$ cat config.mk
export PLATFORM = sky130hd
export DESIGN_NAME = wtr_calc
export DESIGN_NICKNAME = d
export VERILOG_FILES = /design/src/rtl/core/wtr_pkg.sv /design/src/rtl/core/wtr_calc.sv
export SDC_FILE = /design/constraint.sdc
export NUM_CORES = 1
export LEC_CHECK = 0
export ABC_AREA = 1
export BUFFER_PORTS_ARGS = -buffer_cell sky130_fd_sc_hd__buf_4
export CORE_ASPECT_RATIO = 0.9
export CORE_MARGIN = 1.5
export CORE_UTILIZATION = 55
export DETAILED_ROUTE_END_ITERATION = 10
export PLACE_DENSITY = 0.74
export SKIP_LAST_GASP = 1
export SYNTH_ARGS = -nofsm -noshare
export SYNTH_HDL_FRONTEND = slang
export SYNTH_SLANG_ARGS = --single-unit
$ cat constraint.sdc
create_clock -name clk -period 16.3 [get_ports clk]
set_clock_uncertainty 0.05 [all_clocks]
set_input_delay 0.815 -clock clk [delete_from_list [all_inputs] [get_ports clk]]
set_output_delay 0.815 -clock clk [all_outputs]
set_load 0.02 [all_outputs]
$ cat src/rtl/core/wtr_pkg.sv
// ----------------------------------------------------------------------------
// wtr_pkg
// Shared widths, register indexes and control types for the windowed
// trapezoid rms block.
// ----------------------------------------------------------------------------
`timescale 1ns / 1ps
`default_nettype none

package wtr_pkg;

  localparam int DEF_TIME_BITS     = 32;
  localparam int DEF_VALUE_BITS    = 16;
  localparam int DEF_FRACTION_BITS = 8;

  localparam int AREA_W    = 64;
  localparam int CFG_W     = 32;
  localparam int CFG_IDX_W = 2;
  localparam int RMS_W     = 24;
  localparam int ROOT_W    = 32;
  localparam int Q_DEPTH   = 4;

  localparam logic [CFG_W-1:0] WIN_START_RST = '0;
  localparam logic [CFG_W-1:0] WIN_END_RST   = '1;

  typedef enum logic [CFG_IDX_W-1:0] {
    REG_WINDOW_START = 2'd0,
    REG_WINDOW_END   = 2'd1
  } reg_idx_t;

  // back part to divide/root unit
  typedef struct packed {
    logic start;
    logic ack;
  } calc_ctl_t;

  // divide/root unit to back part
  typedef struct packed {
    logic busy;
    logic done;
  } calc_sts_t;

endpackage

`default_nettype wire

$ cat src/rtl/core/wtr_calc.sv
// ----------------------------------------------------------------------------
// wtr_calc
// Bit-serial scaled divide followed by a bit-serial integer square root.
// ----------------------------------------------------------------------------
`timescale 1ns / 1ps
`default_nettype none

module wtr_calc #(
  parameter int TIME_BITS     = wtr_pkg::DEF_TIME_BITS,
  parameter int FRACTION_BITS = wtr_pkg::DEF_FRACTION_BITS
) (
  input  logic                        clk,
  input  logic                        rst_n,
  input  wtr_pkg::calc_ctl_t          ctl,
  output wtr_pkg::calc_sts_t          sts,
  input  logic [wtr_pkg::AREA_W-1:0]  num,
  input  logic [TIME_BITS:0]          den,
  output logic [wtr_pkg::RMS_W-1:0]   root
);

  localparam int AREA_W = wtr_pkg::AREA_W;
  localparam int ROOT_W = wtr_pkg::ROOT_W;
  localparam int RMS_W  = wtr_pkg::RMS_W;
  localparam int DV_W   = AREA_W + 2 * FRACTION_BITS;
  localparam int DEN_W  = TIME_BITS + 1;
  localparam int REM_W  = TIME_BITS + 2;
  localparam int CNT_W  = $clog2(DV_W);
  localparam int SR_W   = ROOT_W + 2;
  localparam int SSH_W  = ROOT_W + 4;

  typedef enum logic [1:0] {U_IDLE, U_DIV, U_SQRT, U_DONE} ustate_t;

  ustate_t           state_r;
  logic [CNT_W-1:0]  cnt_r;
  logic [DV_W-1:0]   dvd_r;
  logic [REM_W-1:0]  rem_r;
  logic [DEN_W-1:0]  den_r;
  logic [AREA_W-1:0] rad_r;
  logic [SR_W-1:0]   srem_r;
  logic [ROOT_W-1:0] sroot_r;
  logic [RMS_W-1:0]  root_r;

  logic [REM_W-1:0]  rem_sh;
  logic              q_bit;
  logic [DV_W:0]     q_x;
  logic [AREA_W-1:0] q_sat;
  logic [SSH_W-1:0]  srem_sh, trial;
  logic              r_bit;
  logic [ROOT_W-1:0] sroot_nxt;

  // one quotient bit per cycle
  always_comb begin
    rem_sh = {rem_r[REM_W-2:0], dvd_r[DV_W-1]};
    q_bit  = (rem_sh >= REM_W'(den_r));
    q_x    = (DV_W + 1)'({dvd_r[DV_W-2:0], q_bit});
    q_sat  = (|q_x[DV_W:AREA_W]) ? '1 : q_x[AREA_W-1:0];
  end

  // one root bit per cycle, two radicand bits in
  always_comb begin
    srem_sh   = {srem_r, rad_r[AREA_W-1:AREA_W-2]};
    trial     = SSH_W'({sroot_r, 2'b01});
    r_bit     = (srem_sh >= trial);
    sroot_nxt = {sroot_r[ROOT_W-2:0], r_bit};
  end

  always_ff @(posedge clk) begin
    if (!rst_n) begin
      state_r <= U_IDLE;
      cnt_r   <= '0;
    end else begin
      case (state_r)
        U_IDLE: begin
          if (ctl.start) begin
            dvd_r   <= DV_W'(num) << (2 * FRACTION_BITS);
            rem_r   <= '0;
            den_r   <= den;
            cnt_r   <= CNT_W'(DV_W - 1);
            state_r <= U_DIV;
          end
        end
        U_DIV: begin
          rem_r <= q_bit ? (rem_sh - REM_W'(den_r)) : rem_sh;
          dvd_r <= {dvd_r[DV_W-2:0], q_bit};
          if (cnt_r == '0) begin
            rad_r   <= q_sat;
            srem_r  <= '0;
            sroot_r <= '0;
            cnt_r   <= CNT_W'(ROOT_W - 1);
            state_r <= U_SQRT;
          end else begin
            cnt_r <= cnt_r - 1'b1;
          end
        end
        U_SQRT: begin
          srem_r  <= SR_W'(r_bit ? (srem_sh - trial) : srem_sh);
          sroot_r <= sroot_nxt;
          rad_r   <= {rad_r[AREA_W-3:0], 2'b00};
          if (cnt_r == '0) begin
            root_r  <= (|sroot_nxt[ROOT_W-1:RMS_W]) ? '1 : sroot_nxt[RMS_W-1:0];
            state_r <= U_DONE;
          end else begin
            cnt_r <= cnt_r - 1'b1;
          end
        end
        U_DONE: begin
          if (ctl.ack) begin
            state_r <= U_IDLE;
          end
        end
        default: state_r <= U_IDLE;
      endcase
    end
  end

  assign sts.busy = (state_r != U_IDLE);
  assign sts.done = (state_r == U_DONE);
  assign root     = root_r;

endmodule

`default_nettype wire

==> results by group <==
Outcome
  • Outcome: completed

Floorplanning
  • # rows: 63
  • Die Y: 177 um
  • Die area: approximately 0.035 mm^2
  • Boundary Pins: ~130
  • Core Region: approximately 0.033 mm^2
  • Initial core utilization: between 50% and 60%
  • Die width: between 150 and 200 um

Yosys
  • Yosys warns: 0
  • Register bit total from synthesis: ~310
  • Post-Syn Area: between 0.015 and 0.02 mm^2
  • Seq/Total Area, Yosys: 49.5%
  • Fraction of registers with async set/reset: 0%
  • Library cells used by synthesis: 38
  • Post-synth EDFFs: 300
  • Primary FF master, synth: edfxtp_1
  • Area leader, netlist: edfxtp_1
  • Syn_area_per_cell: 7.77 um^2
  • Top-area cell type share of the netlist area: 48.5%
  • Net Count, Synth: 2563
  • Synth top area cells: edfxtp_1, nand2_1, inv_1, ha_1, nor2_1
  • Mapped Cells: 2389

Route
  • Vias/cell: between 5 and 6
  • # DRC: 0
  • WL/cell: between 10 and 15 um
  • Drt total wl: roughly 42000 um
  • DRT antenna net count: 0
  • Vias: roughly 15000
  • Iteration-0 DRC Markers: approximately 1300
  • Drt pass-1 iters: 6

STA
  • Final hold violations: 0
  • RSZ-0062 raised after global routing: false
  • Part of the cycle the worst path needs: 23.2%
  • Hold WS: approximately 400 ps
  • FMAX: between 200 and 300 MHz
  • TNS Setup: 0 ps
  • Final Critical Period: ~3800 ps
  • Slew HR: between 20% and 30%
  • Endpoints failing setup: 0
  • Tightest Pin Transition: ~1100 ps
  • Fin. max-slew vios: 0

Setup path
  • Worst setup EP type: register
  • Worst Path Arrival: just under 4000 ps
  • Reg2reg end: sroot_r[9]$_SDFFCE_PN0P_
  • Crit path launch type: register
  • Worst Path Buf+Inv: 3
  • R2R depth: 6
  • Crit path required time: roughly 16000 ps
  • Worst path slowest cell: ha_2
  • Flop2flop setup slack: 12520 ps
  • Cell class contributing the biggest share of worst-path delay: buffers and inverters
  • Worst path most repeated cell: buf_4
  • Crit-path cells: inv_1 > ha_2 > nor2_1 > nor2_4 > buf_4 > buf_4
  • Worst setup path startpoint: state_r[1]$_SDFFE_PN0P_
  • CP Depth: 6
  • Critical Path Max Stage Delay: roughly 920 ps
  • R2R Path Start: state_r[1]$_SDFFE_PN0P_
  • Crit Path Class: reg2reg
  • Max FO, Critical Path: slightly below 80
  • Worst setup endpoint: sroot_r[9]$_SDFFCE_PN0P_

Clock network
  • CTS Hold Bufs: 0
  • Worst-Skew Late Latency: roughly 550 ps
  • Worst-case clock buffer depth: 3
  • H-tree depth: 2
  • Clock Tree Root: clkbuf_16
  • # Post-CTS Setup Buffers: 0
  • TritonCTS clock tree: yes
  • Cts repair resizes: 0
  • CTS clk-pin slew, worst paths: ~60 ps
  • Cts bufs inserted: 35
  • Clock net sink count: about 310

Power
  • Comb power frac: 40.7%
  • Power Dens Cells: 160 mW/mm^2
  • Internal power: approximately 2 mW
  • P_leak: about 9.9 nW
  • Sw power: ~1.3 mW
  • Sequential share of power: between 30% and 40%
  • Clock network fraction of total power: 24.2%
  • Switching Fraction: 40.1%
  • VDD IR max: about 0.097 mV

GRT
  • GRT Total Usage: 24.5%
  • M2 GR Usage: between 30% and 40%
  • Initial antenna violation count: 0
  • Met1 routing resource usage after global routing: between 30% and 40%
  • Met3 usage: 4.64%
  • GRT Max-Usage Layer: met2
  • First-pass GRT wire length: 68700 um
  • Gr ovfl total: 0
  • Largest net degree at the start of global routing: about 130
  • Vias in the first global route: approximately 14000

Flow run
  • Total of max-cap violations: 0

Final layout
  • Share of cells above drive strength 1: 9.10%
  • Inserted Diodes: 0
  • Fillcell total: just under 3000
  • Register area: between 0.009 and 0.01 mm^2
  • Area of the multi-input gates: 0.00726 mm^2
  • Layout area overhead: 13.3%
  • Nets: 2675
  • Cell area after layout: 0.0210 mm^2
  • Fin util: a little under two thirds

Min path
  • Type of the most critical hold path: in2reg

Placement
  • Area after DPL: ~0.020 mm^2
  • Buffers on Ports: around 130
  • GP Congestion: around 0.9
  • DPL Wire Length: ~30000 um
-- how the worst min path moves through the flow --
| stage | startpoint | cells past startpoint | to |
|---|---|---|---|
| 4_1_cts | den[8] | 1 | den_r[8]$_DFFE_PP_ |
| 3_5_place_dp | rad_r[0]$_SDFFCE_PP0P_ | 2 | rad_r[2]$_DFFE_PP_ |
| 6_report | den[7] | 1 | den_r[7]$_DFFE_PP_ |
| 3_3_place_gp | cnt_r[1]$_SDFFE_PN0P_ | 2 | cnt_r[1]$_SDFFE_PN0P_ |
| 2_1_floorplan | cnt_r[1]$_SDFFE_PN0P_ | 2 | cnt_r[1]$_SDFFE_PN0P_ |
| 5_1_grt | den[7] | 1 | den_r[7]$_DFFE_PP_ |
-- worst reg2reg max path, stage by stage, from the launching register on --
cell and delay (ps):
dfxtp_1 340, inv_1 80, ha_2 920, nor2_1 330
nor2_4 170, buf_4 560, buf_4 890
-- registers in the layout (all words and copies together) (netlist names) --
register  cells
srem_r       34
dvd_r        80
cnt_r         7
state_r       2
rad_r        64
den_r        33
sroot_r      32
rem_r        33
root         24
-- cells by family (layout without fill, tap and decap cells) --
logic type               after synthesis  in the layout  share of synthesized area [%]
flip-flops                           309            309                           49.5
adder cells (fa/ha/maj)               73             73                           4.96
AND/OR/NAND/NOR                     1200           1200                           26.2
buffers and inverters                553            691                           11.6
AO/OA/AOI/OAI                        216            216                           5.94
XOR/XNOR                              38             38                           1.79
-- power by group through the flow --
stage | combinational, mW | clock, mW | sequential [mW]
floorplan | 1.03 | 0 | 1.21
global placement | 1.32 | 0 | 1.19
detailed placement | 1.35 | 0 | 1.19
CTS | 1.36 | 0.829 | 1.18
global route | 1.55 | 0.860 | 1.19
finish | 1.36 | 0.814 | 1.18
-- area by class of cell --
type / instances / area share (%)
clock buffers: 41 / 4.27
clock inverters: 22 / 1.30
inverters: 491 / 8.78
multi-input cells: 1527 / 34.5
flip-flops and latches: 309 / 43.7
well taps: 422 / 2.51
repair buffers: 137 / 4.89
-- layer usage --
layer	up-vias	part of all wire, %	wire (um)
li1	7682	-	-
met3	52	6.6	2800
met4	0	1.7	715
met5	-	0	0
met1	6819	48	20400
met2	412	43	18400
-- through the flow --
step	std cells	setup WS [ps]	total power [mW]
floorplan	2389	6320	2.25
global placement	2886	12630	2.51
detailed placement	2886	12490	2.54
CTS	2949	12470	3.36
global route	2949	12190	3.61
finish	2949	12520	3.35
-- cell usage in the layout, fill, tap and decap left out, drive strengths merged --
master | Yosys | layout
nor4 | 9 | 9
or2 | 3 | 3
nand3b | 20 | 20
clkinv | 0 | 11
clkbuf | 38 | 41
nand3 | 82 | 82
and3 | 1 | 1
clkinvlp | 0 | 3
fa | 1 | 1
a211oi | 2 | 2
o21ai | 156 | 156
a31oi | 1 | 1
nor3 | 21 | 21
nand2 | 799 | 799
o21bai | 4 | 4
xor2 | 18 | 18
nor2 | 241 | 241
o21a | 1 | 1
bufinv | 0 | 5
a21oi | 51 | 51
nor3b | 1 | 1
dfxtp | 9 | 9
xnor2 | 20 | 20
edfxtp | 300 | 300
nand4 | 16 | 16
and2 | 7 | 7
ha | 72 | 72
buf | 24 | 137
a21o | 1 | 1
inv | 491 | 494
-- synth_stat cells, types with 20 or more instances --
master    instances
o21ai_0         143
xnor2_1          20
nand2_1         792
inv_1           479
nand3b_1         20
clkbuf_1         38
nor3_1           20
edfxtp_1        300
nand3_1          81
ha_1             72
a21oi_1          51
nor2_1          231
Note: power is estimated with default switching activity, not from simulation.
