$ cat src/rtl/core/wtr_pkg.sv
// ----------------------------------------------------------------------------
// wtr_pkg
// Shared widths, register indexes and control types for the windowed
// trapezoid rms block.
// ----------------------------------------------------------------------------
`timescale 1ns / 1ps
`default_nettype none

package wtr_pkg;

  localparam int DEF_TIME_BITS     = 32;
  localparam int DEF_VALUE_BITS    = 16;
  localparam int DEF_FRACTION_BITS = 8;

  localparam int AREA_W    = 64;
  localparam int CFG_W     = 32;
  localparam int CFG_IDX_W = 2;
  localparam int RMS_W     = 24;
  localparam int ROOT_W    = 32;
  localparam int Q_DEPTH   = 4;

  localparam logic [CFG_W-1:0] WIN_START_RST = '0;
  localparam logic [CFG_W-1:0] WIN_END_RST   = '1;

  typedef enum logic [CFG_IDX_W-1:0] {
    REG_WINDOW_START = 2'd0,
    REG_WINDOW_END   = 2'd1
  } reg_idx_t;

  // back part to divide/root unit
  typedef struct packed {
    logic start;
    logic ack;
  } calc_ctl_t;

  // divide/root unit to back part
  typedef struct packed {
    logic busy;
    logic done;
  } calc_sts_t;

endpackage

`default_nettype wire

$ cat src/rtl/core/wtr_fifo.sv
// ----------------------------------------------------------------------------
// wtr_fifo
// Short register queue between the front and back parts.
// ----------------------------------------------------------------------------
`timescale 1ns / 1ps
`default_nettype none

module wtr_fifo #(
  parameter int WIDTH = 8,
  parameter int DEPTH = wtr_pkg::Q_DEPTH
) (
  input  logic             clk,
  input  logic             rst_n,
  input  logic             push,
  input  logic [WIDTH-1:0] push_data,
  output logic             push_ready,
  input  logic             pop,
  output logic [WIDTH-1:0] pop_data,
  output logic             pop_valid
);

  localparam int AW = (DEPTH > 1) ? $clog2(DEPTH) : 1;
  localparam int CW = $clog2(DEPTH + 1);

  logic [WIDTH-1:0] mem [DEPTH];
  logic [AW-1:0]    wr_ptr_r, rd_ptr_r;
  logic [CW-1:0]    count_r;

  assign push_ready = (count_r != CW'(DEPTH));
  assign pop_valid  = (count_r != '0);
  assign pop_data   = mem[rd_ptr_r];

  always_ff @(posedge clk) begin
    if (push) begin
      mem[wr_ptr_r] <= push_data;
    end
  end

  always_ff @(posedge clk) begin
    if (!rst_n) begin
      wr_ptr_r <= '0;
      rd_ptr_r <= '0;
      count_r  <= '0;
    end else begin
      if (push) begin
        wr_ptr_r <= (wr_ptr_r == AW'(DEPTH - 1)) ? '0 : wr_ptr_r + 1'b1;
      end
      if (pop) begin
        rd_ptr_r <= (rd_ptr_r == AW'(DEPTH - 1)) ? '0 : rd_ptr_r + 1'b1;
      end
      if (push && !pop) begin
        count_r <= count_r + 1'b1;
      end else if (pop && !push) begin
        count_r <= count_r - 1'b1;
      end
    end
  end

endmodule

`default_nettype wire

$ cat config.mk
export PLATFORM = sky130hd
export DESIGN_NAME = wtr_fifo
export DESIGN_NICKNAME = d
export VERILOG_FILES = /design/src/rtl/core/wtr_pkg.sv /design/src/rtl/core/wtr_fifo.sv
export SDC_FILE = /design/constraint.sdc
export NUM_CORES = 1
export LEC_CHECK = 0
export ABC_AREA = 1
export BUFFER_PORTS_ARGS = -buffer_cell sky130_fd_sc_hd__buf_4
export CAP_MARGIN = 10
export CELL_PAD_IN_SITES_DETAIL_PLACEMENT = 0
export CELL_PAD_IN_SITES_GLOBAL_PLACEMENT = 2
export CORE_UTILIZATION = 37
export CTS_BUF_LIST = sky130_fd_sc_hd__clkbuf_2
export DETAILED_ROUTE_END_ITERATION = 10
export PLACE_DENSITY = 0.76
export RECOVER_POWER = 50
export SETUP_SLACK_MARGIN = 0.1
export SLEW_MARGIN = 30
export SYNTH_ARGS = -nofsm -noshare
export SYNTH_HDL_FRONTEND = slang
export SYNTH_SLANG_ARGS = --single-unit
$ cat constraint.sdc
create_clock -name clk -period 1.65 [get_ports clk]
set_input_delay 0.33 -clock clk [delete_from_list [all_inputs] [get_ports clk]]
set_output_delay 0.33 -clock clk [all_outputs]
set_load 0.02 [all_outputs]
==> results.cfg, run 1 <==
[yosys]
yosysUniqueCellTypes = 18
ys.flop_type = edfxtp_1
synth-adder-area-share = 0.0575
yosys_warnings = 0
synthMuxAreaShare = 0
synth.area.top_cells = edfxtp_1 58%, dfxtp_1 11%, o21ai_0 4.8%
syn_avg_cell_area_sq_um = 12.2
synth_simple_gate_area_share = 0.0877
synthXorXnorAreaFrac = 0
synth_compound_area_frac = 0.110
syn_area_sq_um = 1650
synth_edf_count = 32
ys_seq_area_frac = 0.690
synth-seq-cells = 41
synth_commonest_cells = 32 x edfxtp_1, 19 x nor2_1, 17 x inv_1, 16 x o21ai_0, 9 x dfxtp_1
synth_top_family_by_area = compound AO/OA/AOI/OAI gates
yosys.area.top_type = edfxtp_1
synth_top_area_frac = 0.581
synth.most_common_cell = edfxtp_1
netlist_instances = 136
postSynth.asyncResetShare = 0
syn-num-nets = 155

[setup_path]
path_buf_inv = 2
crit_path_max_incr_delay_ps = 470
critPathKind = flop to output pin
worstPathCellList = buf_8, o21ai_2, o22ai_1, buf_4
crit_path_end_kind = output pin
arrival_ps = 1410
crit_slowest_cell = dfxtp_4
cp.required_ps = 1320
cp_max_fo = 7
cp-start-kind = flop
cp_top_family = flip-flops

[grt]
grt_pass1_vias = 1032
grt_start_max_net_pins = 17
grt_pass1_wl_microns = 4770
grt_use_total = 0.149
grt_overflow = 0
antenna_found_initial = 0

[floorplanning]
die_h_microns = 68.9
initial_utilization = 0.399
io_pins = 22
fp.dieW_microns = 68.9
dieArea_sq_um = 4740
num_rows = 23
core_sq_um = 4140

[final_layout]
num-nets-final = 186
drive_above_1_share = 0.268
area_delta_synth_final_pct = 20.0
antennaDiodeCount = 0

[timing]
rsz0062_at_grt = yes
max_clock_freq_ghz = 0.576
setup_viol = 8
period_share = 1.05
slew_headroom = 0.728
hold_viol = 0
maxSlewViolCount = 0
layout_min_cycle_time_ps = 1740
setup_slack_ps = -85.4
holdWs_ps = 178
worst_pin_slew_ps = 407
fin_skew_ps = 6.94

[route]
wire_per_inst_microns = 13.9
postRouteWirelength_microns = 3030
ant_nets = 0
routed_via_density = 4.89
dr.pass1.iters = 4
drt-initial-drc-count = 33
via_count = 1065
drc = 0

[run_status]
status = finished with violations
violations = negative setup slack

[place]
io_buffers = 21
dp_slack_ps = 45.0
gp_congestion = 0.686
place_hpwl_microns = 2050

[pwr]
power.density_nw_per_um2 = 986
leakage_nw = 0.780
p_total_mw = 1.96
ir_worst_vdd_mv = 0.448

[cts]
insertion_delay_ps = 380
holdBufCountCts = 0
clockBufferDepth = 2
cts_tree = done
cts.sinks = 41
cts_max_level = 2
numCtsBuffers = 5
path_clk_slew_ps = 190
clockRootBuffer = clkbuf_2

[run]
drv_cap = 0

[worst_hold_path]
hold_class = input port to flop
[metrics by stage]
| stage | TNS [ps] | utilization | cell area [sq um] | instances |
|---|---|---|---|---|
| 6_report | -517 | 0.479 | 1990 | 218 |
| 2_1_floorplan | 0 | - | 1650 | 136 |
| 3_3_place_gp | 0 | 0.450 | 1870 | 207 |
| 4_1_cts | -856 | 0.483 | 2000 | 217 |
| 5_1_grt | -1290 | 0.479 | 1990 | 218 |
| 3_5_place_dp | 0 | 0.450 | 1870 | 207 |
[path summary, 6_finish.rpt]
kind,startpoint,end,slack [ps],cells after the start
hold reg to reg,count_r[1]$_SDFFE_PN0P_,count_r[1]$_SDFFE_PN0P_,520,2
setup reg to reg,wr_ptr_r[0]$_SDFFE_PN0P_,mem[3][3]$_DFFE_PP_,310,3
hold / removal,rst_n,count_r[2]$_SDFFE_PN0P_,180,3
setup / recovery,flop,pop_data[4],-90,4
[flip-flops by register name, indices dropped and copies added (netlist names), named ones only]
register and cells:
mem 32, count_r 3, rd_ptr_r 2, wr_ptr_r 2
[layout make-up]
cell class | count | area [sq um]
fillers | 393 | 2160
clock inverters | 2 | 10.0
well taps | 50 | 62.6
flip-flops and latches | 41 | 1150
clock buffers | 6 | 30.0
multi-input cells | 75 | 458
inverters | 18 | 77.6
repair buffers | 26 | 196
[cells by family (layout without fill, tap and decap cells)]
logic type,Yosys count,count (layout)
AO/OA/AOI/OAI,33,33
adder cells (fa/ha/maj),7,7
buffers and inverters,20,52
flip-flops,41,41
AND/OR/NAND/NOR,35,35
[routing by layer]
metal | global-route usage | wire length (microns)
met1 | 0.153 | 1230
met3 | 0.0444 | 167
met5 | 0 | 0
met2 | 0.267 | 1590
met4 | 0.0842 | 47
[power breakdown]
| part | switching, mW | leakage (nW) | total [mW] | internal [mW] |
|---|---|---|---|---|
| sequential | 0.0344 | 0.370 | 1.20 | 1.17 |
| combinational | 0.199 | 0.377 | 0.343 | 0.144 |
| clock | 0.304 | 0.0327 | 0.410 | 0.107 |
[worst register-to-register path: cells and delay by family, from the launching register on]
family	cells	cell delay (ps)
flops	1	440
buf+inv	1	310
fa+ha+maj	1	210
simple gates	1	60
[cell usage in the layout, fill, tap and decap left out, types with 2 or more instances in the layout]
| cell | n |
|---|---|
| ha_1 | 6 |
| inv_1 | 16 |
| nor3_1 | 2 |
| dfxtp_4 | 2 |
| o21ai_0 | 9 |
| nor2_1 | 18 |
| buf_4 | 15 |
| nand3_1 | 3 |
| nand2_1 | 8 |
| clkinv_2 | 2 |
| o22ai_1 | 7 |
| clkbuf_2 | 6 |
| a21oi_1 | 5 |
| o21ai_2 | 9 |
| nor2_2 | 3 |
| dfxtp_1 | 5 |
| o21ai_1 | 2 |
| clkbuf_1 | 8 |
| dfxtp_2 | 2 |
| edfxtp_1 | 32 |
[timing repair]
action	in CTS	in global routing
setup endpoints to repair	8	10
cloned	1	0
setup buffers	1	1
resized for setup	27	4
pin swaps	11	5
Note: power is estimated with default switching activity, not from simulation.
==> inputs of run 2 (changes only) <==
CELL_PAD_IN_SITES_GLOBAL_PLACEMENT = 1   (was 2)
PLACE_DENSITY = 0.66   (was 0.76)
==> run 2 against run 1 <==
  * Clock-buffer cell count stayed put
  * Setup slack better by 78 ps
  * Utilization is 1.2 points higher
  * Combinational power is 5% higher
  * The run still ends with negative setup slack left
  * Clock skew is 15 ps higher
==> results.cfg, run 2 (synthesis gave the netlist of run 1 again) <==
[run_status]
status = finished with violations
violations = negative setup slack

[place]
place_hpwl_microns = 2040
gp_congestion = 0.685
io_buffers = 21
dp_slack_ps = 83.0
place_area_sq_um = 1870

[cts]
numCtsBuffers = 5
cts_max_level = 2
clockRootBuffer = clkbuf_2
cts.sinks = 41
clockBufferDepth = 2
holdBufCountCts = 0
cts_tree = done
path_clk_slew_ps = 200
insertion_delay_ps = 380

[setup_path]
rrSetupSlack_ps = 300
cp_max_fo = 16
cp-start-kind = flop
crit_path_end_kind = output pin
reg2reg_from = wr_ptr_r[0]$_SDFFE_PN0P_
crit_path_max_incr_delay_ps = 410
cp_top_family = flip-flops
crit_slowest_cell = dfxtp_4
worstPathCellList = inv_6, nor2_1, o22ai_2, buf_6
reg2reg_depth = 3
critPathKind = flop to output pin
r2r_end = mem[3][4]$_DFFE_PP_
path_buf_inv = 2
arrival_ps = 1330
cp.required_ps = 1320

[timing]
layout_min_cycle_time_ps = 1660
max_clock_freq_ghz = 0.603
worst_pin_slew_ps = 433
maxSlewViolCount = 0
fin_skew_ps = 21.5
setup_slack_ps = -7.02
period_share = 1.00
rsz0062_at_grt = yes
hold_viol = 0
setup_viol = 1
slew_headroom = 0.711

[final_layout]
final_util = 0.491
largest_reg_flops = 32
seqCellArea_sq_um = 1150
final_common_cell = edfxtp_1
area_delta_synth_final_pct = 23.1
top_regs = mem (32), count_r (3)
num-nets-final = 187
regMostFlops = mem
multi_input_area_sq_um = 479
antennaDiodeCount = 0
final_cell_mix = 32 x edfxtp_1, 18 x nor2_1, 16 x inv_1, 11 x buf_4, 10 x o21ai_2
drive_above_1_share = 0.272
fillCellCount = 402
fin_area_sq_um = 2040

[route]
drt-initial-drc-count = 44
postRouteWirelength_microns = 3070
drc = 0
dr.pass1.iters = 4
via_count = 1079
ant_nets = 0
wire_per_inst_microns = 14.0
routed_via_density = 4.93

[floorplanning]
fp.dieW_microns = 68.9
initial_utilization = 0.399
dieArea_sq_um = 4740
die_h_microns = 68.9
num_rows = 23
core_sq_um = 4140
io_pins = 22

[worst_hold_path]
hold_start = push_data[2]
worstHoldPathCells = 1
hold_class = input port to flop
holdPathEnd = mem[3][2]$_DFFE_PP_

[pwr]
ir_worst_vdd_mv = 0.493
power.density_nw_per_um2 = 1040
p_total_mw = 2.12
leakage_nw = 0.796

[run]
drv_cap = 0

[grt]
grt_pass1_wl_microns = 4810
antenna_found_initial = 0
grt_use_total = 0.152
grt_overflow = 0
grt_pass1_vias = 1001
grt_start_max_net_pins = 17
[run 2: through the flow]
step / TNS (ps) / cells / hold slack [ps]
final: -7.02 / 219 / 185
after global routing: -777 / 219 / 147
after CTS: -276 / 219 / 102
after detailed placement: 0 / 208 / 529
after global placement: 0 / 208 / 508
after floorplan: 0 / 136 / 429
[run 2: worst max path at each step]
stage          start                      end  slack (ps)  cells past startpoint
4_1_cts         flop              pop_data[0]         -60                      4
5_1_grt         flop              pop_data[0]        -110                      4
2_1_floorplan    pop  count_r[2]$_SDFFE_PN0P_         270                     10
3_3_place_gp     pop  count_r[2]$_SDFFE_PN0P_         110                     11
3_5_place_dp     pop  count_r[2]$_SDFFE_PN0P_          80                     11
6_report        flop              pop_data[5]          -7                      4
[run 2: routing by layer]
metal	vias to the layer above	part of all wire	GRT usage
met5	-	0	0
met1	514	0.47	0.179
met2	21	0.48	0.249
met3	2	0.042	0.0641
met4	0	0.0088	0.0536
li1	542	-	-
[run 2: worst reg2reg max path: stages, from the launching register on]
cell and delay, ps:
dfxtp_1 440, ha_1 210, nand2_1 60, inv_1 320
[run 2: repair_timing]
action	in CTS	in global routing
setup buffers	2	0
gates cloned	1	0
resized for setup	25	16
pin swaps	12	8
setup endpoints to repair	8	10
[run 2: power by group]
group	internal [mW]	leakage, nW	switching (mW)
clock	0.259	0.0406	0.299
sequential	1.17	0.370	0.0333
combinational	0.152	0.386	0.208
[run 2: cell type report]
type	instances	area share
sequential	41	0.564
multi-input combinational	75	0.235
timing repair buffer	27	0.101
inverter	18	0.0369
tap	50	0.0307
clock inverter	2	0.0166
clock buffer	6	0.0148
