[config.mk]
export PLATFORM = sky130hd
export DESIGN_NAME = wtr_back_flat
export DESIGN_NICKNAME = d
export VERILOG_FILES = /design/src/rtl/core/wtr_pkg.sv /design/src/rtl/core/wtr_if.sv /design/src/rtl/core/wtr_back.sv /design/src/flat_wrapper.sv
export SDC_FILE = /design/constraint.sdc
export NUM_CORES = 2
export LEC_CHECK = 0
export BUFFER_PORTS_ARGS = -buffer_cell sky130_fd_sc_hd__buf_2
export CAP_MARGIN = 20
export CORE_MARGIN = 4
export CORE_UTILIZATION = 65
export CTS_CLUSTER_DIAMETER = 30
export DETAILED_ROUTE_END_ITERATION = 10
export GPL_ROUTABILITY_DRIVEN = 0
export PLACE_DENSITY = 0.95
export SLEW_MARGIN = 20
export SYNTH_ARGS = -nofsm -noshare
export SYNTH_HDL_FRONTEND = slang
export SYNTH_SLANG_ARGS = --single-unit
[constraint.sdc]
create_clock -name clk -period 18.5 [get_ports clk]
set_clock_uncertainty 0.05 [all_clocks]
set_input_delay 0.925 -clock clk [delete_from_list [all_inputs] [get_ports clk]]
set_output_delay 0.925 -clock clk [all_outputs]
set_load 0.01 [all_outputs]
[src/rtl/core/wtr_pkg.sv]
// ----------------------------------------------------------------------------
// wtr_pkg
// Shared widths, register indexes and control types for the windowed
// trapezoid rms block.
// ----------------------------------------------------------------------------
`timescale 1ns / 1ps
`default_nettype none

package wtr_pkg;

  localparam int DEF_TIME_BITS     = 32;
  localparam int DEF_VALUE_BITS    = 16;
  localparam int DEF_FRACTION_BITS = 8;

  localparam int AREA_W    = 64;
  localparam int CFG_W     = 32;
  localparam int CFG_IDX_W = 2;
  localparam int RMS_W     = 24;
  localparam int ROOT_W    = 32;
  localparam int Q_DEPTH   = 4;

  localparam logic [CFG_W-1:0] WIN_START_RST = '0;
  localparam logic [CFG_W-1:0] WIN_END_RST   = '1;

  typedef enum logic [CFG_IDX_W-1:0] {
    REG_WINDOW_START = 2'd0,
    REG_WINDOW_END   = 2'd1
  } reg_idx_t;

  // back part to divide/root unit
  typedef struct packed {
    logic start;
    logic ack;
  } calc_ctl_t;

  // divide/root unit to back part
  typedef struct packed {
    logic busy;
    logic done;
  } calc_sts_t;

endpackage

`default_nettype wire

[src/rtl/core/wtr_if.sv]
// ----------------------------------------------------------------------------
// wtr_if
// Valid/ready channels: sample input, result output and register writes.
// ----------------------------------------------------------------------------
`timescale 1ns / 1ps
`default_nettype none


interface wtr_result_if;
  logic                       valid;
  logic                       ready;
  logic [wtr_pkg::RMS_W-1:0]  rms_value;
  logic                       status;

  modport source (output valid, rms_value, status, input ready);
  modport sink   (input valid, rms_value, status, output ready);
endinterface


`default_nettype wire

[src/rtl/core/wtr_back.sv]
// ----------------------------------------------------------------------------
// wtr_back
// Step multiply, saturating area accumulate, result hand-off to the
// divide/root unit and the result output register.
// ----------------------------------------------------------------------------
`timescale 1ns / 1ps
`default_nettype none

module wtr_back #(
  parameter int TIME_BITS  = wtr_pkg::DEF_TIME_BITS,
  parameter int VALUE_BITS = wtr_pkg::DEF_VALUE_BITS
) (
  input  logic                               clk,
  input  logic                               rst_n,
  input  logic                               pop_valid,
  input  logic [2*VALUE_BITS+2*TIME_BITS+2:0] pop_data,
  output logic                               pop,
  output wtr_pkg::calc_ctl_t                 calc_ctl,
  input  wtr_pkg::calc_sts_t                 calc_sts,
  output logic [wtr_pkg::AREA_W-1:0]         calc_num,
  output logic [TIME_BITS:0]                 calc_den,
  input  logic [wtr_pkg::RMS_W-1:0]          calc_root,
  wtr_result_if.source                       out_ch
);

  localparam int AREA_W = wtr_pkg::AREA_W;
  localparam int SQ_W   = 2 * VALUE_BITS;
  localparam int PW     = SQ_W + TIME_BITS;
  localparam int EXT_W  = (PW > AREA_W) ? PW : AREA_W + 1;

  typedef enum logic {B_RUN, B_CALC} bstate_t;

  logic [SQ_W-1:0]      e_sq;
  logic [TIME_BITS-1:0] e_dt, e_span;
  logic                 e_add, e_last, e_err;

  logic [PW-1:0]     prod;
  logic [EXT_W-1:0]  prod_x;
  logic [AREA_W-1:0] prod_sat;

  logic                 m_valid_r, m_add_r, m_last_r, m_err_r;
  logic [AREA_W-1:0]    m_prod_r;
  logic [TIME_BITS-1:0] m_span_r;

  bstate_t             state_r;
  logic [AREA_W-1:0]   area_r;
  logic [AREA_W:0]     area_sum;
  logic [AREA_W-1:0]   area_nxt;
  logic                calc_start_r;
  logic [AREA_W-1:0]   calc_num_r;
  logic [TIME_BITS:0]  calc_den_r;
  logic                out_valid_r, status_r;
  logic [wtr_pkg::RMS_W-1:0] rms_r;

  logic out_busy, m_take, calc_ack, out_set;

  assign {e_sq, e_dt, e_add, e_last, e_err, e_span} = pop_data;

  // step area, saturated to the area width
  always_comb begin
    prod     = PW'(e_sq) * PW'(e_dt);
    prod_x   = EXT_W'(prod);
    prod_sat = (|prod_x[EXT_W-1:AREA_W]) ? '1 : prod_x[AREA_W-1:0];
  end

  assign out_busy = out_valid_r && !out_ch.ready;
  assign m_take   = (state_r == B_RUN) && m_valid_r && (!m_last_r || !out_busy);
  assign pop      = pop_valid && (!m_valid_r || m_take);
  assign calc_ack = (state_r == B_CALC) && calc_sts.done && !out_busy;
  // a result word enters the output register
  assign out_set  = (m_take && m_last_r && m_err_r) || calc_ack;

  always_comb begin
    area_sum = {1'b0, area_r} + {1'b0, (m_add_r ? m_prod_r : {AREA_W{1'b0}})};
    area_nxt = area_sum[AREA_W] ? '1 : area_sum[AREA_W-1:0];
  end

  always_ff @(posedge clk) begin
    if (pop) begin
      m_prod_r <= prod_sat;
      m_add_r  <= e_add;
      m_last_r <= e_last;
      m_err_r  <= e_err;
      m_span_r <= e_span;
    end
  end

  always_ff @(posedge clk) begin
    if (!rst_n) begin
      m_valid_r <= 1'b0;
      area_r    <= '0;
    end else begin
      if (pop) begin
        m_valid_r <= 1'b1;
      end else if (m_take) begin
        m_valid_r <= 1'b0;
      end
      if (m_take) begin
        area_r <= m_last_r ? '0 : area_nxt;
      end
    end
  end

  always_ff @(posedge clk) begin
    if (!rst_n) begin
      state_r      <= B_RUN;
      calc_start_r <= 1'b0;
      out_valid_r  <= 1'b0;
      status_r     <= 1'b0;
      rms_r        <= '0;
    end else begin
      calc_start_r <= m_take && m_last_r && !m_err_r;
      if (out_set) begin
        out_valid_r <= 1'b1;
      end else if (out_ch.ready) begin
        out_valid_r <= 1'b0;
      end
      case (state_r)
        B_RUN: begin
          if (m_take && m_last_r) begin
            if (m_err_r) begin
              rms_r    <= '0;
              status_r <= 1'b1;
            end else begin
              calc_num_r <= area_nxt;
              calc_den_r <= {m_span_r, 1'b0};
              state_r    <= B_CALC;
            end
          end
        end
        B_CALC: begin
          if (calc_ack) begin
            rms_r    <= calc_root;
            status_r <= 1'b0;
            state_r  <= B_RUN;
          end
        end
        default: state_r <= B_RUN;
      endcase
    end
  end

  assign calc_ctl.start   = calc_start_r;
  assign calc_ctl.ack     = calc_ack;
  assign calc_num         = calc_num_r;
  assign calc_den         = calc_den_r;
  assign out_ch.valid     = out_valid_r;
  assign out_ch.rms_value = rms_r;
  assign out_ch.status    = status_r;

`ifndef SYNTH
  a_start_idle: assert property (@(posedge clk) disable iff (!rst_n)
    calc_ctl.start |-> !calc_sts.busy)
    else $error("divide started while unit busy");

  a_last_starts: assert property (@(posedge clk) disable iff (!rst_n)
    (m_take && m_last_r && !m_err_r) |=> calc_ctl.start)
    else $error("good last word did not start the divide");

  a_area_clear: assert property (@(posedge clk) disable iff (!rst_n)
    (m_take && m_last_r) |=> (area_r == '0))
    else $error("area not cleared after last word");
`endif

endmodule

`default_nettype wire
[src/flat_wrapper.sv]
// flat-port wrapper written by rule: the top's interface ports become plain ports
module wtr_back_flat 
#(
  parameter int TIME_BITS  = wtr_pkg::DEF_TIME_BITS,
  parameter int VALUE_BITS = wtr_pkg::DEF_VALUE_BITS
)
  (clk, rst_n, pop_valid, pop_data, pop, calc_ctl, calc_sts, calc_num, calc_den, calc_root, out_ch_valid, out_ch_rms_value, out_ch_status, out_ch_ready);
  wtr_result_if out_ch_i ();
  input  logic clk;
  input  logic rst_n;
  input  logic pop_valid;
  input  logic [2*VALUE_BITS+2*TIME_BITS+2:0] pop_data;
  output logic pop;
  output wtr_pkg::calc_ctl_t calc_ctl;
  input  wtr_pkg::calc_sts_t calc_sts;
  output logic [wtr_pkg::AREA_W-1:0] calc_num;
  output logic [TIME_BITS:0] calc_den;
  input  logic [wtr_pkg::RMS_W-1:0] calc_root;
  output wire logic [$bits(out_ch_i.valid)-1:0] out_ch_valid;
  output wire logic [$bits(out_ch_i.rms_value)-1:0] out_ch_rms_value;
  output wire logic [$bits(out_ch_i.status)-1:0] out_ch_status;
  input wire logic [$bits(out_ch_i.ready)-1:0] out_ch_ready;
  assign out_ch_valid = out_ch_i.valid;
  assign out_ch_rms_value = out_ch_i.rms_value;
  assign out_ch_status = out_ch_i.status;
  assign out_ch_i.ready = out_ch_ready;
  wtr_back #(.TIME_BITS(TIME_BITS), .VALUE_BITS(VALUE_BITS)) u_core (.clk(clk), .rst_n(rst_n), .pop_valid(pop_valid), .pop_data(pop_data), .pop(pop), .calc_ctl(calc_ctl), .calc_sts(calc_sts), .calc_num(calc_num), .calc_den(calc_den), .calc_root(calc_root), .out_ch(out_ch_i));
endmodule
==> impl_metrics.tcl <==
set metrics [dict create \
    reg2reg_depth 17 \
    use_met1_pct 40.4 \
    async_flop_share_pct 0 \
    rows 97 \
    r2r-start "u_core.m_add_r" \
    synthToLayoutAreaGrowth_pct 5.36 \
    worstPathRequired_ps 18740 \
    worstSetupPathType "input port to register" \
    totalWireLength_um 130000 \
    grt.busiest_layer "met2" \
    tns_ps 0 \
    startpoint_type "input port" \
    holdCritStartpoint "u_core.m_span_r[22]" \
    drv_cap 0 \
    gr-usage-all-layers_pct 34.6 \
    yosysUniqueCellTypes 76 \
    rrSetupSlack_ps 13790 \
    synth_top_area_share_pct 38.6 \
    slowest_stage "buf_2" \
    synth-adder-area-share_pct 47.3 \
    cp_max_fo 32 \
    die_w_um 276 \
    coreArea_um2 70500 \
    synth-seq-area-share_pct 16.6 \
    ctsLongestPathBuffers 3 \
    crit_family "adder cells" \
    yosys-top-cells-area "fa_1 39%, edfxtp_1 13%, ha_1 8.8%" \
    final_util_pct 69.6 \
    cp_slowest_stage_delay_ps 690 \
    grt_use_met3_pct 11.3 \
    hold_ws_ps 366 \
    grt_max_degree 70 \
    synthFlopType "edfxtp_1" \
    first_iter_violations 3513 \
    post_cts_buffers 0 \
    via_per_inst 6.15 \
    syn_area_um2 46600 \
    cts_tree "yes" \
    period_needed_ps 8730 \
    ant_nets 0 \
    setup_viol 0 \
    crit_buf_inv 4 \
    grt_pass1_wl_um 205000 \
    tightest_slew_ps 1090 \
    ctsHoldBuffers 0 \
    antenna_found_initial 4 \
    nNetsFinal 6274 \
    clk_pin_slew_ps 70 \
    h-tree-depth 1 \
    ctsResizeCount 0 \
    vias 36217 \
    syn-mean-instance-area_um2 9.50 \
    die_area_um2 76000 \
    slew_headroom_pct 27.7 \
    synth-seq-cells 288 \
    io_pins 255 \
    hold_end "u_core.calc_den[23]" \
    grt_overflow 0 \
    synth_top_family_by_area "adder cells" \
    max_freq_ghz 0.115 \
    synth_xor_area_share_pct 2.24 \
    period_share_pct 47.2 \
    drive_above_1_share_pct 6.98 \
    clk_latency_ps 550 \
    mostFrequentLayoutCells "923 x inv_1, 897 x fa_1, 655 x nand2_1" \
    synthMuxAreaShare_pct 0.0457 \
    portBuffers 252 \
    final_cells 5886 \
    rsz0062_at_grt "false" \
    synthSimpleGateAreaFrac_pct 16.7 \
    synth_compound_area_share_pct 7.36 \
    wl_per_cell_um 22.1 \
    min_path_type "register to register" \
    synth_nets 6253 \
    synth_top_cell_by_area "fa_1" \
    hpwlAfterDp_um 96100 \
    holdPathStages 0 \
    synth-edff-count 195 \
    synth_warnings 0 \
    r2r-end "u_core.area_r[24]" \
    layout_commonest_cell "inv_1" \
    path_common_cell "fa_1" \
    start_util_pct 66.0 \
    cts_buffers 28 \
    worst_setup_path_end_kind "register" \
    slew_violations 0 \
    drcViolationCount 0 \
    die_height_um 276 \
    post-place-cells 5831 \
    root_buffer "clkbuf_16" \
    hold_viol_final 0 \
    cts_num_sinks 288 \
    status "finished, final reports clean" \
    worstPathArrival_ps 8980 \
    met2_usage_pct 56.5 \
    syn_inst 4900 \
    dr.pass1.iters 8 \
    grt_pass1_vias 39592 \
]
==> cells in the mapped netlist, types with 43 or more instances <==
| cell | number |
|---|---|
| xnor2_1 | 76 |
| nand3_1 | 53 |
| and2_1 | 640 |
| fa_1 | 897 |
| dfxtp_1 | 93 |
| a22o_1 | 52 |
| a21o_1 | 71 |
| clkbuf_1 | 264 |
| edfxtp_1 | 195 |
| a21oi_1 | 175 |
| xor2_1 | 43 |
| nand2_1 | 655 |
| o21ai_0 | 70 |
| nor2_1 | 75 |
| inv_1 | 923 |
| ha_1 | 327 |
==> worst register-to-register path: cells and delay by family, from the launching register on <==
kind                     cells  cell delay [ps]
AND/OR/NAND/NOR              3              510
AO/OA/AOI/OAI                9             2220
buffers and inverters        3              820
adder cells (fa/ha/maj)      2              720
flip-flops                   1              330
==> per-stage QoR <==
stage                     area [µm²]  setup slack [ps]
after floorplan                46600              8730
after global placement         48100              9590
after detailed placement       48100              9410
after CTS                      49000              9970
after global routing           49100              9560
final                          49100              9770
==> final cells by class <==
type | instances | area, µm²
Antenna cell | 3 | 7.51
Sequential cell | 288 | 7720
Tap cell | 940 | 1180
Timing Repair Buffer | 268 | 1380
Clock inverter | 19 | 194
Fill cell | 4669 | 21400
Clock buffer | 33 | 762
Inverter | 924 | 3470
Multi-Input combinational cell | 3411 | 34400
==> routing by layer <==
layer / wire length, µm / up-vias
met4: 9760 / 4
met1: 42300 / 17432
met2: 59700 / 2849
met3: 18400 / 884
li1: - / 15048
met5: 37 / -
==> cell families (layout without fill, tap and decap cells) <==
logic type,Yosys count,count (layout)
XOR/XNOR,119,119
buffers and inverters,1201,1244
flip-flops,288,288
adder cells (fa/ha/maj),1224,1224
multiplexers,2,2
AO/OA/AOI/OAI,520,520
other,1,4
AND/OR/NAND/NOR,1545,1545
==> state kept, by name, indices dropped and copies added (netlist names), 24 cells and up <==
name,cells
u_core.area_r,64
u_core.calc_num,64
u_core.m_prod_r,64
u_core.calc_den,32
u_core.m_span_r,32
u_core.out_ch.rms_value,24
==> worst max path at each step <==
stage,slack [ps],cells after the start,endpoint,start
finish,9770,25,u_core.m_prod_r[57],pop_data[85]
global route,9560,25,u_core.m_prod_r[63],pop_data[85]
CTS,9970,25,u_core.m_prod_r[63],pop_data[85]
detailed placement,9410,25,u_core.m_prod_r[63],pop_data[85]
global placement,9590,26,u_core.m_prod_r[63],pop_data[90]
floorplan,8730,4,pop,out_ch_ready
Power is not shown: default switching activity piles up to over one toggle a cycle in this logic, so the estimate is an artifact.
