$ cat src/rtl/core/wtr_pkg.sv
// ----------------------------------------------------------------------------
// wtr_pkg
// Shared widths, register indexes and control types for the windowed
// trapezoid rms block.
// ----------------------------------------------------------------------------
`timescale 1ns / 1ps
`default_nettype none

package wtr_pkg;

  localparam int DEF_TIME_BITS     = 32;
  localparam int DEF_VALUE_BITS    = 16;
  localparam int DEF_FRACTION_BITS = 8;

  localparam int AREA_W    = 64;
  localparam int CFG_W     = 32;
  localparam int CFG_IDX_W = 2;
  localparam int RMS_W     = 24;
  localparam int ROOT_W    = 32;
  localparam int Q_DEPTH   = 4;

  localparam logic [CFG_W-1:0] WIN_START_RST = '0;
  localparam logic [CFG_W-1:0] WIN_END_RST   = '1;

  typedef enum logic [CFG_IDX_W-1:0] {
    REG_WINDOW_START = 2'd0,
    REG_WINDOW_END   = 2'd1
  } reg_idx_t;

  // back part to divide/root unit
  typedef struct packed {
    logic start;
    logic ack;
  } calc_ctl_t;

  // divide/root unit to back part
  typedef struct packed {
    logic busy;
    logic done;
  } calc_sts_t;

endpackage

`default_nettype wire

$ cat src/rtl/core/wtr_if.sv
// ----------------------------------------------------------------------------
// wtr_if
// Valid/ready channels: sample input, result output and register writes.
// ----------------------------------------------------------------------------
`timescale 1ns / 1ps
`default_nettype none

interface wtr_sample_if #(
  parameter int TIME_BITS  = wtr_pkg::DEF_TIME_BITS,
  parameter int VALUE_BITS = wtr_pkg::DEF_VALUE_BITS
);
  logic                         valid;
  logic                         ready;
  logic [TIME_BITS-1:0]         sample_time;
  logic signed [VALUE_BITS-1:0] sample_value;
  logic                         last_sample;

  modport source (output valid, sample_time, sample_value, last_sample, input ready);
  modport sink   (input valid, sample_time, sample_value, last_sample, output ready);
endinterface


interface wtr_cfg_if;
  logic                          valid;
  logic                          ready;
  logic [wtr_pkg::CFG_IDX_W-1:0] index;
  logic [wtr_pkg::CFG_W-1:0]     data;

  modport source (output valid, index, data, input ready);
  modport sink   (input valid, index, data, output ready);
endinterface

`default_nettype wire

$ cat src/rtl/core/wtr_front.sv
// ----------------------------------------------------------------------------
// wtr_front
// Window registers, window test and per-sample step terms; pushes one
// word per accepted sample into the queue.
// ----------------------------------------------------------------------------
`timescale 1ns / 1ps
`default_nettype none

module wtr_front #(
  parameter int TIME_BITS  = wtr_pkg::DEF_TIME_BITS,
  parameter int VALUE_BITS = wtr_pkg::DEF_VALUE_BITS
) (
  input  logic                          clk,
  input  logic                          rst_n,
  wtr_sample_if.sink                    in_ch,
  wtr_cfg_if.sink                       cfg_ch,
  output logic                          push,
  output logic [2*VALUE_BITS+2*TIME_BITS+2:0] push_data,
  input  logic                          push_ready
);

  localparam int SQ_W  = 2 * VALUE_BITS;
  localparam int WIN_W = (TIME_BITS > wtr_pkg::CFG_W) ? TIME_BITS : wtr_pkg::CFG_W;

  logic [wtr_pkg::CFG_W-1:0] win_start_r, win_end_r;
  logic                      have_first_r;
  logic [TIME_BITS-1:0]      first_time_r, prev_time_r;
  logic [SQ_W-1:0]           prev_sq_r;

  logic [WIN_W-1:0]       t_w;
  logic                   kept;
  logic signed [SQ_W-1:0] sq_s;
  logic [SQ_W-1:0]        cur_sq, sq_sum;
  logic [TIME_BITS-1:0]   step_dt, span;
  logic                   add_step, err;
  logic                   have_first_nxt;
  logic [TIME_BITS-1:0]   first_time_nxt, prev_time_nxt;
  logic [SQ_W-1:0]        prev_sq_nxt;

  assign cfg_ch.ready = 1'b1;
  assign in_ch.ready  = push_ready;
  assign push         = in_ch.valid && push_ready;

  always_ff @(posedge clk) begin
    if (!rst_n) begin
      win_start_r <= wtr_pkg::WIN_START_RST;
      win_end_r   <= wtr_pkg::WIN_END_RST;
    end else if (cfg_ch.valid) begin
      case (cfg_ch.index)
        wtr_pkg::REG_WINDOW_START: win_start_r <= cfg_ch.data;
        wtr_pkg::REG_WINDOW_END:   win_end_r   <= cfg_ch.data;
        default: ;
      endcase
    end
  end

  always_comb begin
    t_w  = WIN_W'(in_ch.sample_time);
    kept = (t_w >= WIN_W'(win_start_r)) && (t_w <= WIN_W'(win_end_r));
  end

  // both operands signed, so the product is sign-correct at full width
  assign sq_s   = SQ_W'(in_ch.sample_value) * SQ_W'(in_ch.sample_value);
  assign cur_sq = $unsigned(sq_s);

  always_comb begin
    step_dt  = (in_ch.sample_time > prev_time_r) ? (in_ch.sample_time - prev_time_r) : '0;
    sq_sum   = prev_sq_r + cur_sq;
    add_step = kept && have_first_r;

    have_first_nxt = have_first_r;
    first_time_nxt = first_time_r;
    prev_time_nxt  = prev_time_r;
    prev_sq_nxt    = prev_sq_r;
    if (kept) begin
      if (!have_first_r) begin
        have_first_nxt = 1'b1;
        first_time_nxt = in_ch.sample_time;
      end
      prev_time_nxt = in_ch.sample_time;
      prev_sq_nxt   = cur_sq;
    end

    err  = !have_first_nxt || (prev_time_nxt <= first_time_nxt);
    span = prev_time_nxt - first_time_nxt;
  end

  assign push_data = {sq_sum, step_dt, add_step, in_ch.last_sample, err, span};

  always_ff @(posedge clk) begin
    if (!rst_n) begin
      have_first_r <= 1'b0;
      first_time_r <= '0;
      prev_time_r  <= '0;
      prev_sq_r    <= '0;
    end else if (push) begin
      if (in_ch.last_sample) begin
        have_first_r <= 1'b0;
        first_time_r <= '0;
        prev_time_r  <= '0;
        prev_sq_r    <= '0;
      end else begin
        have_first_r <= have_first_nxt;
        first_time_r <= first_time_nxt;
        prev_time_r  <= prev_time_nxt;
        prev_sq_r    <= prev_sq_nxt;
      end
    end
  end

endmodule

`default_nettype wire

$ cat src/flat_wrapper.sv
// flat-port wrapper written by rule: the top's interface ports become plain ports
module wtr_front_flat 
#(
  parameter int TIME_BITS  = wtr_pkg::DEF_TIME_BITS,
  parameter int VALUE_BITS = wtr_pkg::DEF_VALUE_BITS
)
  (clk, rst_n, push, push_data, push_ready, in_ch_valid, in_ch_sample_time, in_ch_sample_value, in_ch_last_sample, in_ch_ready, cfg_ch_valid, cfg_ch_index, cfg_ch_data, cfg_ch_ready);
  wtr_sample_if #(.TIME_BITS(TIME_BITS), .VALUE_BITS(VALUE_BITS)) in_ch_i ();
  wtr_cfg_if cfg_ch_i ();
  input  logic clk;
  input  logic rst_n;
  output logic push;
  output logic [2*VALUE_BITS+2*TIME_BITS+2:0] push_data;
  input  logic push_ready;
  input wire logic [$bits(in_ch_i.valid)-1:0] in_ch_valid;
  input wire logic [$bits(in_ch_i.sample_time)-1:0] in_ch_sample_time;
  input wire logic [$bits(in_ch_i.sample_value)-1:0] in_ch_sample_value;
  input wire logic [$bits(in_ch_i.last_sample)-1:0] in_ch_last_sample;
  output wire logic [$bits(in_ch_i.ready)-1:0] in_ch_ready;
  input wire logic [$bits(cfg_ch_i.valid)-1:0] cfg_ch_valid;
  input wire logic [$bits(cfg_ch_i.index)-1:0] cfg_ch_index;
  input wire logic [$bits(cfg_ch_i.data)-1:0] cfg_ch_data;
  output wire logic [$bits(cfg_ch_i.ready)-1:0] cfg_ch_ready;
  assign in_ch_i.valid = in_ch_valid;
  assign in_ch_i.sample_time = in_ch_sample_time;
  assign in_ch_i.sample_value = in_ch_sample_value;
  assign in_ch_i.last_sample = in_ch_last_sample;
  assign in_ch_ready = in_ch_i.ready;
  assign cfg_ch_i.valid = cfg_ch_valid;
  assign cfg_ch_i.index = cfg_ch_index;
  assign cfg_ch_i.data = cfg_ch_data;
  assign cfg_ch_ready = cfg_ch_i.ready;
  wtr_front #(.TIME_BITS(TIME_BITS), .VALUE_BITS(VALUE_BITS)) u_core (.clk(clk), .rst_n(rst_n), .in_ch(in_ch_i), .cfg_ch(cfg_ch_i), .push(push), .push_data(push_data), .push_ready(push_ready));
endmodule
$ cat config.mk
export PLATFORM = sky130hd
export DESIGN_NAME = wtr_front_flat
export DESIGN_NICKNAME = d
export VERILOG_FILES = /design/src/rtl/core/wtr_pkg.sv /design/src/rtl/core/wtr_if.sv /design/src/rtl/core/wtr_front.sv /design/src/flat_wrapper.sv
export SDC_FILE = /design/constraint.sdc
export NUM_CORES = 1
export LEC_CHECK = 0
export BUFFER_PORTS_ARGS = -buffer_cell sky130_fd_sc_hd__buf_2
export CAP_MARGIN = 20
export CORE_UTILIZATION = 63
export DETAILED_ROUTE_END_ITERATION = 16
export GPL_TIMING_DRIVEN = 0
export PLACE_DENSITY_LB_ADDON = 0.1
export SETUP_SLACK_MARGIN = 0.1
export SLEW_MARGIN = 25
export SYNTH_ARGS = -nofsm -noshare
export SYNTH_HDL_FRONTEND = slang
export SYNTH_SLANG_ARGS = --single-unit
export TNS_END_PERCENT = 1
$ cat constraint.sdc
create_clock -name clk -period 14.15 [get_ports clk]
set_clock_uncertainty 0.2 [all_clocks]
set_input_delay 2.83 -clock clk [delete_from_list [all_inputs] [get_ports clk]]
set_output_delay 2.83 -clock clk [all_outputs]
set_load 0.005 [all_outputs]
==> summary.md <==
The run finished with clean final reports. The tools report the global-route congestion overflow total as 0. In this run the vertical extent of the chip is 187.3 um. The number of instances in the synthesized netlist is 2,607. The main flop type after synthesis was sky130_fd_sc_hd__dfxtp_1. Ranked by total cell area, the synthesized netlist is headed by sky130_fd_sc_hd__fa_1 (22%), sky130_fd_sc_hd__dfxtp_1 (15%), sky130_fd_sc_hd__ha_1 (14%).

The total I/O pin count was 190; the total of flip-flops plus latches after synthesis was 160. Once the floorplan was initialized, standard cells occupied 64.21% of the core. For this run, the register share of the synthesized area comes to 14.80%.

The detailed router finished its first iteration with 1,408 violations. Final critical delay including setup and external delays: 13.88 ns. The standard-cell row count was 67; the number of warnings reported in the yosys synthesis log was 0. For the count of final setup violators, the log shows 0. Clock latency on the worst-skew pair: 0.44 ns.

The biggest area contributor in the post-synthesis netlist is sky130_fd_sc_hd__fa_1. For this run, asynchronously set or reset flops after synthesis account for 0%. The worst setup path is launched from an input port. The net total in the final layout was 3,391; the CTS clock-pin slew for the worst setup and hold paths was 0.07 ns.

The slew of the pin with the lowest slew margin was 0.7595 ns. Of all nets on the critical path, the largest fanout is 10. The first-pass GRT wire length is 93.31 mm. The tools report the worst setup path startpoint as in_ch_sample_value[5]. In the final layout, the share of cells above drive strength 1 is 10.98%. Cell repeated most along the worst path: sky130_fd_sc_hd__fa_1.

The die covers 35,090 sq um. Global routing consumed, over all layers together, 33.45% of the routing resources. The number of violations of the max-capacitance limit came out at 0.

The growth of design area from synthesis to finish is 11.23%. The detailed placement HPWL came out at 48.47 mm. Data required time at the worst endpoint: 11.12 ns. Ratio of routed vias to standard cells: 5.871. The cell with the largest stage delay on the worst path was sky130_fd_sc_hd__fa_1. Entering global routing, the biggest net connects 17 pins. Once detail routing completed, the nets flagged for antenna violations numbered 0. After synthesis, the most frequently instantiated cells are sky130_fd_sc_hd__inv_1 (451), sky130_fd_sc_hd__nand2_1 (286), sky130_fd_sc_hd__ha_1 (244). Count of final hold-check violations: 0.

The launch instance of the worst register-to-register path was u_core.win_start_r[0]$_SDFFE_PN0P_. The number of antenna violations at the first check in global routing was 1. The mean instance size in the synthesized netlist is 8.300 sq um, and the maximum frequency from static timing analysis is 0.07204 GHz. The floorplan step set the die width to 187.3 um.

The synthesized netlist contains 77 unique library cells. The H-tree was split into 4 levels. TritonCTS created 17 clock buffers. Synthesis produced a netlist with a net count of 3,179. In the final routed layout, each cell accounts on average for 17.76 um.

Critical path endpoint category: an output pin. The number of global-route vias before repair was 18.73k. For this run, design rule violations remaining after detail routing come to 0. In this run, post-CTS hold repair placed 0 buffers. The first TritonRoute pass finished after 6 iterations. In the finished design, the share of the clock period the worst path needs comes to 98.10%.

For this design, the sink count on the clock tree is 160. By startpoint and endpoint, the worst setup path is classified as in -> out. The most instantiated library cell after synthesis is sky130_fd_sc_hd__inv_1.

In this run, synthesis inferred 0 flip-flops with an integrated enable. The startpoint of the most critical hold path was u_core.win_start_r[11]$_SDFFE_PN0P_. In this run the standard cell core region covers 33,700 sq um.

The logs give 0 for the max-slew violation count and 21,640 sq um for the combined area of all synthesized cells. The arrival time of the worst setup path was 10.85 ns. Buffer cell driving the clock tree root: sky130_fd_sc_hd__clkbuf_16. The tightest min-delay check is of the reg -> reg type. The logs give 2 for the largest buffer count on any clock path and 19.27k for the detailed-route via count. For the tightest slew margin relative to the limit, the log shows 48.06%. The logs give 0 ns for the final setup TNS and 58.29 mm for the sum of routed wire length over all layers. The final weighted congestion in routability-driven placement was 0.9709; the total of buffers placed on input and output ports was 185. The worst setup slack for register-to-register paths was 10.45 ns. The largest single stage delay on the critical path is 0.56 ns. TritonCTS built the clock tree. Summed over its instances, the top area cell type makes up 22.21% of the synthesized netlist area.
-- cell type report --
type                       count  area (sq um)
inverter                     451          1693
tap                          448         560.5
clock buffer                  18         439.2
antenna                        2         5.005
timing repair buffer         193         996.0
fill                        2810          9633
clock inverter                14         178.9
buffer                       104         529.3
multi-input combinational   1892         16460
sequential                   160          3203
-- through the flow --
stage | cells | instance area (sq um) | hold slack [ns] | setup WS (ns) | utilization, %
3_3_place_gp | 3240 | 23120 | 0.2520 | -0.8790 | 68.62
4_1_cts | 3275 | 23870 | 0.2694 | 0.1385 | 70.84
3_5_place_dp | 3240 | 23120 | 0.2604 | -1.006 | 68.62
6_report | 3282 | 24070 | 0.2704 | 0.2684 | 71.42
2_1_floorplan | 2607 | 21640 | 0.2435 | 0.5964 | -
5_1_grt | 3280 | 24060 | 0.2885 | -0.05021 | 71.40
-- cell usage in the layout, fill, tap and decap left out, types with 8 or more instances in the layout --
cell / netlist / layout
sky130_fd_sc_hd__fa_1: 240 / 238
sky130_fd_sc_hd__a32o_1: 32 / 32
sky130_fd_sc_hd__nand2b_1: 17 / 17
sky130_fd_sc_hd__buf_2: 14 / 196
sky130_fd_sc_hd__xnor2_1: 78 / 77
sky130_fd_sc_hd__nor2_1: 144 / 144
sky130_fd_sc_hd__a211oi_1: 12 / 12
sky130_fd_sc_hd__nand4_1: 28 / 28
sky130_fd_sc_hd__o21bai_1: 15 / 15
sky130_fd_sc_hd__o21ai_0: 102 / 100
sky130_fd_sc_hd__a21o_1: 72 / 72
sky130_fd_sc_hd__nor2b_1: 21 / 21
sky130_fd_sc_hd__and2_1: 52 / 52
sky130_fd_sc_hd__a21oi_1: 127 / 124
sky130_fd_sc_hd__inv_1: 451 / 451
sky130_fd_sc_hd__nand2_1: 286 / 284
sky130_fd_sc_hd__clkbuf_16: 0 / 17
sky130_fd_sc_hd__nand3_1: 50 / 49
sky130_fd_sc_hd__clkbuf_1: 78 / 59
sky130_fd_sc_hd__a21boi_1: 8 / 8
sky130_fd_sc_hd__buf_4: 5 / 19
sky130_fd_sc_hd__nor3_1: 21 / 21
sky130_fd_sc_hd__a21boi_0: 61 / 60
sky130_fd_sc_hd__ha_1: 244 / 239
sky130_fd_sc_hd__o211ai_1: 42 / 42
sky130_fd_sc_hd__dfxtp_1: 160 / 160
sky130_fd_sc_hd__o21a_1: 52 / 52
sky130_fd_sc_hd__mux2i_1: 32 / 32
sky130_fd_sc_hd__xor2_1: 37 / 37
-- what timing repair did --
| action | in CTS | in global routing |
|---|---|---|
| endpoints found under the setup margin | 10 | 5 |
| resized for setup | 43 | 43 |
| pin swaps | 3 | 11 |
| endpoints found under the hold margin | 0 | 0 |
| buffers inserted | 3 | 5 |
-- registers in the layout, indices dropped and copies added, names as in the netlist --
name                 cells
u_core.win_end_r        32
u_core.first_time_r     32
u_core.prev_sq_r        31
u_core.have_first_r      1
u_core.win_start_r      32
u_core.prev_time_r      32
-- logic make-up after synthesis --
family	share of synthesized area, %
DFF	14.80
AOI/OAI and AO/OA	18.65
other	0.01733
and+or+nand+nor	14.23
xor gates and xnor gates	4.655
adders and majority gates	36.32
buffers and inverters	9.796
muxes	1.532
-- metal layers --
metal  share of wire [%]  vias to the layer above  global-route usage [%]
li1                    -                     9054                       -
met1                  45                     9354                   50.02
met2                  44                      744                   50.46
met3                 8.4                      113                   4.634
met4                 2.4                        4                   9.142
met5               0.050                        -                       0
-- path summary, 6_finish.rpt --
kind | endpoint | depth (start not counted)
max | push_data[98] | 32
min | u_core.win_start_r[11]$_SDFFE_PN0P_ | 2
max reg2reg | u_core.first_time_r[0]$_SDFFE_PN0P_ | 13
min reg2reg | u_core.win_start_r[11]$_SDFFE_PN0P_ | 2
-- worst max-delay path, delay by kind of cell --
kind	cells	cell delay, ns
AO/OA/AOI/OAI	13	2.69
XOR/XNOR	2	0.34
adder cells (fa/ha/maj)	8	3.58
buffers and inverters	6	0.78
AND/OR/NAND/NOR	3	0.61
Power is not shown: default switching activity piles up to over one toggle a cycle in this logic, so the estimate is an artifact.
